File: config.mk
export PLATFORM = sky130hd
export DESIGN_NAME = bitmap_slot_allocator
export DESIGN_NICKNAME = d
export VERILOG_FILES = /design/src/design/bsa_pkg.sv /design/src/design/bsa_find_first.sv /design/src/design/bitmap_slot_allocator.sv
export VERILOG_INCLUDE_DIRS = /design/src /design/src/design
export SDC_FILE = /design/constraint.sdc
export NUM_CORES = 2
export LEC_CHECK = 0
export BUFFER_PORTS_ARGS = -buffer_cell sky130_fd_sc_hd__buf_2
export CORE_MARGIN = 3
export CORE_UTILIZATION = 25
export DETAILED_ROUTE_END_ITERATION = 6
export PLACE_DENSITY_LB_ADDON = 0.1
export RECOVER_POWER = 25
export SKIP_CTS_REPAIR_TIMING = 1
export SLEW_MARGIN = 40
export SYNTH_ARGS = -nofsm -noshare
export SYNTH_HDL_FRONTEND = slang
export SYNTH_SLANG_ARGS = --single-unit
File: constraint.sdc
create_clock -name clock -period 6 [get_ports clock]
set_input_delay 1.2 -clock clock [delete_from_list [all_inputs] [get_ports clock]]
set_output_delay 1.2 -clock clock [all_outputs]
set_load 0.03 [all_outputs]
File: src/design/bitmap_slot_allocator_defines.svh
// Assertion macros shared by the bitmap slot allocator RTL.
`ifndef BITMAP_SLOT_ALLOCATOR_DEFINES_SVH
`define BITMAP_SLOT_ALLOCATOR_DEFINES_SVH

// Condition must hold at every clock edge outside reset.
`define BSA_ASSERT_ALWAYS(label, clk, rst, cond, msg) \
   label: assert property (@(posedge clk) disable iff (rst) (cond)) else $error(msg);

// Antecedent implies consequent in the same cycle.
`define BSA_ASSERT_IMPLY(label, clk, rst, ante, cons, msg) \
   label: assert property (@(posedge clk) disable iff (rst) (ante) |-> (cons)) \
      else $error(msg);

`endif

File: src/design/bsa_pkg.sv
// Shared types and constants for the bitmap slot allocator.
`timescale 1ns / 1ps

package bsa_pkg;

   // Capacity and derived widths
   localparam int SLOTS   = 256;
   localparam int SLOT_W  = $clog2(SLOTS);
   localparam int COUNT_W = SLOT_W + 1;

   // Request kinds
   typedef enum logic [1:0] {
      KIND_ALLOC = 2'd0,
      KIND_FREE  = 2'd1,
      KIND_CLAIM = 2'd2,
      KIND_QUERY = 2'd3
   } kind_type;

   // Result status codes
   typedef enum logic [1:0] {
      STATUS_OK    = 2'd0,
      STATUS_FULL  = 2'd1,
      STATUS_RANGE = 2'd2,
      STATUS_SAME  = 2'd3
   } status_type;

   // Outcome of a lowest-set-bit search
   typedef struct packed {
      logic              found;
      logic [SLOT_W-1:0] index;
   } find_type;

endpackage

File: src/design/bsa_find_first.sv
// Lowest-set-bit search over the slot bitmap, as a binary reduction tree.
`timescale 1ns / 1ps

module bsa_find_first (
   input  logic [bsa_pkg::SLOTS-1:0] bits,
   output bsa_pkg::find_type         result
);
   import bsa_pkg::*;

   // Reduce pairs level by level, keeping the left (lower) hit
   always_comb begin
      logic              hit [SLOTS];
      logic [SLOT_W-1:0] pos [SLOTS];
      for (int i = 0; i < SLOTS; i++) begin
         hit[i] = bits[i];
         pos[i] = SLOT_W'(i);
      end
      for (int lvl = 0; lvl < SLOT_W; lvl++) begin
         for (int n = 0; n < (SLOTS >> (lvl + 1)); n++) begin
            pos[n] = hit[2*n] ? pos[2*n] : pos[2*n+1];
            hit[n] = hit[2*n] | hit[2*n+1];
         end
      end
      result.found = hit[0];
      result.index = hit[0] ? pos[0] : '0;
   end

endmodule

File: src/design/bitmap_slot_allocator.sv
// Top level of the bitmap slot allocator: request pipeline, free map and result register.
//
// Usage:
//   req_*  : request channel (valid/ready). req_kind selects allocate, free,
//            claim or query; req_slot_index names the slot for the last three.
//   rsp_*  : result channel (valid/ready), one result per request, in order.
//   csr_*  : write channel for slot_count, the number of usable slots.
//            Write it only while no request is in flight; csr_ready is high.
// Path: an accepted request loads the input register, then the map update stage
//   register, then the result register, which drives rsp_valid.
// Throughput: one request per cycle unless rsp_ready stalls the result channel.
//   The map update and the lowest-free search are combinational, so the next
//   request sees the updated map.
// Reset: every slot free, allocated count zero, slot_count 256, no result.
// Stall: while rsp_ready is low the result is held; the stages behind it fill
//   and req_ready drops once all three registers are occupied.
`timescale 1ns / 1ps
`include "bitmap_slot_allocator_defines.svh"

module bitmap_slot_allocator (
   input  logic                          clock,
   input  logic                          reset,
   // request channel
   input  logic                          req_valid,
   output logic                          req_ready,
   input  bsa_pkg::kind_type             req_kind,
   input  logic [bsa_pkg::SLOT_W-1:0]    req_slot_index,
   // result channel
   output logic                          rsp_valid,
   input  logic                          rsp_ready,
   output logic [bsa_pkg::SLOT_W-1:0]    rsp_slot,
   output bsa_pkg::status_type           rsp_status,
   output logic                          rsp_was_allocated,
   output logic [bsa_pkg::COUNT_W-1:0]   rsp_allocated_count,
   output logic [bsa_pkg::SLOT_W-1:0]    rsp_first_free,
   output logic                          rsp_any_free,
   // configuration channel
   input  logic                          csr_valid,
   output logic                          csr_ready,
   input  logic [bsa_pkg::COUNT_W-1:0]   csr_slot_count
);
   import bsa_pkg::*;

   // State
   logic [SLOTS-1:0]   free_map_ff, free_map_in;
   logic [COUNT_W-1:0] taken_count_ff, taken_count_in;
   logic [COUNT_W-1:0] slot_count_ff;

   // Input register
   logic               req_valid_ff;
   kind_type           req_kind_ff;
   logic [SLOT_W-1:0]  req_idx_ff;

   // Update stage register
   logic               mid_valid_ff;
   logic [SLOT_W-1:0]  mid_slot_ff, mid_slot_in;
   status_type         mid_status_ff, mid_status_in;
   logic               mid_was_ff, mid_was_in;

   // Result register
   logic               rsp_valid_ff;
   logic [SLOT_W-1:0]  rsp_slot_ff;
   status_type         rsp_status_ff;
   logic               rsp_was_ff;
   logic [COUNT_W-1:0] rsp_count_ff;
   logic [SLOT_W-1:0]  rsp_first_ff;
   logic               rsp_any_ff;

   logic               rsp_load, mid_load, mid_room, rsp_room, req_load;
   logic [SLOTS-1:0]   usable_mask;
   logic               in_range, slot_free;
   find_type           alloc_find, after_find;

   // Flow control: each register advances when the one ahead has room
   assign rsp_room  = !rsp_valid_ff || rsp_ready;
   assign rsp_load  = mid_valid_ff && rsp_room;
   assign mid_room  = !mid_valid_ff || rsp_room;
   assign mid_load  = req_valid_ff && mid_room;
   assign req_ready = !req_valid_ff || mid_room;
   assign req_load  = req_valid && req_ready;
   assign csr_ready = 1'b1;

   // Usable slots lie below slot_count
   always_comb begin
      for (int i = 0; i < SLOTS; i++) begin
         usable_mask[i] = COUNT_W'(i) < slot_count_ff;
      end
   end

   bsa_find_first u_alloc_find (
      .bits   (free_map_ff & usable_mask),
      .result (alloc_find)
   );

   assign in_range  = {1'b0, req_idx_ff} < slot_count_ff;
   assign slot_free = free_map_ff[req_idx_ff];

   // Decode the request and work out the map and count after it
   always_comb begin
      free_map_in    = free_map_ff;
      taken_count_in = taken_count_ff;
      mid_slot_in    = req_idx_ff;
      mid_status_in  = STATUS_OK;
      mid_was_in     = 1'b0;
      if (req_kind_ff == KIND_ALLOC) begin
         if (alloc_find.found) begin
            mid_slot_in                   = alloc_find.index;
            free_map_in[alloc_find.index] = 1'b0;
            taken_count_in                = taken_count_ff + COUNT_W'(1);
         end else begin
            mid_slot_in   = '0;
            mid_status_in = STATUS_FULL;
         end
      end else if (!in_range) begin
         mid_status_in = STATUS_RANGE;
      end else begin
         mid_was_in = !slot_free;
         unique case (req_kind_ff)
            KIND_FREE: begin
               if (slot_free) begin
                  mid_status_in = STATUS_SAME;
               end else begin
                  free_map_in[req_idx_ff] = 1'b1;
                  taken_count_in          = taken_count_ff - COUNT_W'(1);
               end
            end
            KIND_CLAIM: begin
               if (!slot_free) begin
                  mid_status_in = STATUS_SAME;
               end else begin
                  free_map_in[req_idx_ff] = 1'b0;
                  taken_count_in          = taken_count_ff + COUNT_W'(1);
               end
            end
            default: begin
               // query and allocate leave the map alone here
            end
         endcase
      end
   end

   // Search the map as it stands after the transaction now in the update stage
   bsa_find_first u_after_find (
      .bits   (free_map_ff & usable_mask),
      .result (after_find)
   );

   // Control state and allocator state
   always_ff @(posedge clock) begin
      if (reset) begin
         free_map_ff    <= '1;
         taken_count_ff <= '0;
         slot_count_ff  <= COUNT_W'(SLOTS);
         req_valid_ff   <= 1'b0;
         mid_valid_ff   <= 1'b0;
         rsp_valid_ff   <= 1'b0;
      end else begin
         if (csr_valid && csr_ready) begin
            slot_count_ff <= csr_slot_count;
         end
         if (mid_load) begin
            free_map_ff    <= free_map_in;
            taken_count_ff <= taken_count_in;
         end
         if (req_ready) begin
            req_valid_ff <= req_valid;
         end
         if (mid_room) begin
            mid_valid_ff <= req_valid_ff;
         end
         if (rsp_room) begin
            rsp_valid_ff <= mid_valid_ff;
         end
      end
   end

   // Payload registers
   always_ff @(posedge clock) begin
      if (req_load) begin
         req_kind_ff <= req_kind;
         req_idx_ff  <= req_slot_index;
      end
      if (mid_load) begin
         mid_slot_ff   <= mid_slot_in;
         mid_status_ff <= mid_status_in;
         mid_was_ff    <= mid_was_in;
      end
      if (rsp_load) begin
         rsp_slot_ff   <= mid_slot_ff;
         rsp_status_ff <= mid_status_ff;
         rsp_was_ff    <= mid_was_ff;
         rsp_count_ff  <= taken_count_ff;
         rsp_first_ff  <= after_find.index;
         rsp_any_ff    <= after_find.found;
      end
   end

   // Drive the result channel
   assign rsp_valid           = rsp_valid_ff;
   assign rsp_slot            = rsp_slot_ff;
   assign rsp_status          = rsp_status_ff;
   assign rsp_was_allocated   = rsp_was_ff;
   assign rsp_allocated_count = rsp_count_ff;
   assign rsp_first_free      = rsp_first_ff;
   assign rsp_any_free        = rsp_any_ff;

   // Checks
   `BSA_ASSERT_ALWAYS(a_count_matches_map, clock, reset,
      ($countones(free_map_ff) + int'(taken_count_ff)) == SLOTS,
      "taken count disagrees with free map")
   `BSA_ASSERT_ALWAYS(a_count_bounded, clock, reset, taken_count_ff <= COUNT_W'(SLOTS),
      "taken count above capacity")
   `BSA_ASSERT_IMPLY(a_full_means_none_free, clock, reset,
      rsp_valid_ff && (rsp_status_ff == STATUS_FULL), !rsp_any_ff,
      "full result reports a free slot")

endmodule
==> results.toml <==
[synthesis]
ys.flop_type = "dfxtp_1"
syn_area_per_cell_um2 = 7.551
synth.cell_area_mm2 = 0.02794
syn_inst = 3700
synth_warnings = 0
yosysTopAreaCell = "dfxtp_1"
synth_edf_count = 50
synthTopCellsByArea = "dfxtp_1 (20%), o21ai_0 (6.7%), a311oi_1 (6.6%)"
ys_seq_elements = 327
synth_top_area_share_pct = 19.85
async_flop_share_pct = 0
yosysSeqAreaShare_pct = 25.22
synthDistinctLibCells = 114
synth_nets = 3736

[sta]
setup_viol = 0
period_share_pct = 96.67
slew_headroom_pct = -165.4
finalClockSkew_ns = 0.04471
worst_pin_slew_ns = 3.981
period_needed_ns = 5.800
rsz0062_at_grt = "false"
finalHoldViolations = 0
setup_tns_ns = 0
fin_ws_ns = 0.1999
fmax_mhz = 172.4
slew_viol_final = 107

[route]
first_pass_iters = 6
via_per_inst = 6.296
remaining_drc_errors = 0
ant_nets = 0
drt_iter0_markers = 3607
via_count = 32460
finalWirelength_mm = 171.1
wire_per_inst_um = 33.18

[placement]
dp_hpwl_mm = 122.3
io_buffers = 54
dp_slack_ns = 0.1635
place.gp.congestion = 1.011

[setup_path]
critPathMaxFanout = 25
critPathRequiredTime_ns = 6.49
cp_slowest_cell = "or4_1"
critPathTopFamily = "compound AO/OA/AOI/OAI gates"
crit_buf_inv = 4
arrival_ns = 6.29
cpPeakStageDelay_ns = 0.69
worstSetupStartpointType = "flip-flop"
crit_chain = "buf_4 -> nor4_2 -> o21ai_0 -> a32oi_1 -> nand4_1 -> or4_1 -> buf_4 -> a311oi_1 -> o21a_1 -> a21boi_2 -> inv_1 -> o2111ai_1 -> buf_4 -> o311ai_0 -> nand3_1"
path_class = "flip-flop to flip-flop"
worst_setup_path_end_kind = "flip-flop"
worst_path_most_repeated_cell = "buf_4"

[floorplan]
die_height_um = 340.3
start_util_pct = 25.21
die-width_um = 340.3
core_area_mm2 = 0.1108
die-area_mm2 = 0.1158
ios = 56
rows = 122

[layout]
fill_cells = 12010
nets = 3668
ff_latch_area_mm2 = 0.007061
areaGrowthSynthToFinish_pct = 15.91
drive_above_1_share_pct = 15.53
utilization_pct = 29.22
final_common_cell = "o21ai_0"
multi_input_area_mm2 = 0.01912
final_cell_mix = "o21ai_0 (374), nand2_1 (362), a21oi_1 (323)"

[clock_tree]
clock-root-buffer = "clkbuf_16"
clock_sinks = 327
cts_made_buffers = 44
clock_latency_ns = 0.66
cts.path.max_buffers = 3
path_clk_slew_ns = 0.08
cts_tree = "done"
cts_htree_levels = 2

[status]
violations = "capacitance limit, slew limit"
status = "finished, violations left"

[global_route]
grt.total_usage_pct = 28.36
grt_overflow = 0
antenna_found_initial = 4
gr-usage-met3_pct = 3.890
grtUsageMet1_pct = 40.03
busiest_layer = "met2"
first_global_vias = 29990
grt_pass1_wl_mm = 241.7
grt_max_degree = 144
groute.layer.met2.usage_pct = 44.09

[pwr]
total_power_mw = 6.854
vdd_drop_max_v = 0.0001922
cellPowerDensity_mw_per_mm2 = 211.7
leakagePower_nw = 11.83

[run]
cap_viol_max_count = 2

[worst_hold_path]
hp-class = "flip-flop to flip-flop"
==> cells by family (layout without fill, tap and decap cells) <==
family | count (synthesis) | after routing | synth area share (%)
muxes | 98 | 98 | 5.683
and+or+nand+nor | 1298 | 1298 | 25.86
buffers and inverters | 499 | 464 | 7.372
xor gates and xnor gates | 7 | 7 | 0.2194
DFF | 327 | 327 | 25.22
other | 1 | 4 | 0.01342
adders and majority gates | 12 | 12 | 0.5374
AOI/OAI and AO/OA | 1458 | 1458 | 35.09
==> layer usage <==
layer	wire length, µm	part of all wire (%)
met1	76920	45
met2	76550	45
met3	11170	6.5
met4	6437	3.8
met5	10	0.0058
==> cell usage after synthesis (12+ instances only) <==
| cell type | number |
|---|---|
| a211o_1 | 14 |
| a211oi_1 | 36 |
| a21boi_0 | 16 |
| a21o_1 | 21 |
| a21oi_1 | 323 |
| a221oi_1 | 15 |
| a22oi_1 | 23 |
| a2bb2oi_1 | 14 |
| a311oi_1 | 209 |
| a31oi_1 | 44 |
| a41oi_1 | 12 |
| and2_1 | 28 |
| and3_1 | 14 |
| buf_1 | 28 |
| buf_2 | 80 |
| clkbuf_1 | 315 |
| dfxtp_1 | 277 |
| edfxtp_1 | 50 |
| ha_1 | 12 |
| inv_1 | 55 |
| mux2i_1 | 45 |
| mux4_2 | 48 |
| nand2_1 | 362 |
| nand2b_1 | 219 |
| nand3_1 | 107 |
| nand3b_1 | 15 |
| nand4_1 | 38 |
| nor2_1 | 94 |
| nor2b_1 | 25 |
| nor3_1 | 46 |
| nor4_1 | 213 |
| nor4_2 | 18 |
| o211a_1 | 13 |
| o211ai_1 | 35 |
| o21a_1 | 17 |
| o21ai_0 | 374 |
| o21ai_1 | 30 |
| o22ai_1 | 18 |
| o311ai_0 | 44 |
| o31a_1 | 19 |
| o31ai_1 | 35 |
| or2_2 | 13 |
| or3_1 | 17 |
| or4_1 | 17 |
==> path summary, 6_finish.rpt <==
path | end | from | cells past startpoint | slack, ns
worst max-delay path | flip-flop | slot_count_ff[3] | 15 | 0.20
worst min-delay path | rsp_slot[6] | mid_slot_ff[6] | 0 | 0.39
worst max register to register | flip-flop | slot_count_ff[3] | 15 | 0.20
worst min register to register | rsp_slot[6] | mid_slot_ff[6] | 0 | 0.39
==> report_power, final <==
| group | internal (mW) | total, mW | switching [mW] | leakage, nW |
|---|---|---|---|---|
| combinational | 0.539 | 1.67 | 1.13 | 8.40 |
| sequential | 2.29 | 2.39 | 0.109 | 2.71 |
| clock | 1.59 | 2.79 | 1.20 | 0.709 |
==> metrics by stage <==
step / cells / area (µm²) / hold slack [ns]
3_5_place_dp: 5068 / 30910 / 0.4045
3_3_place_gp: 5062 / 30800 / 0.4025
6_report: 5156 / 32380 / 0.3909
4_1_cts: 5147 / 32360 / 0.3981
5_1_grt: 5153 / 32380 / 0.4186
2_1_floorplan: 3700 / 27940 / 0.4003
==> area by class of cell <==
type	instances	area share, %
Sequential cell	327	21.80
Clock inverter	16	0.6105
Multi-Input combinational cell	2874	59.06
Timing Repair Buffer	325	8.179
Tap cell	1488	5.749
Inverter	60	0.7109
Antenna cell	3	0.02318
Clock buffer	63	3.868
(Power assumes the default switching activity.)
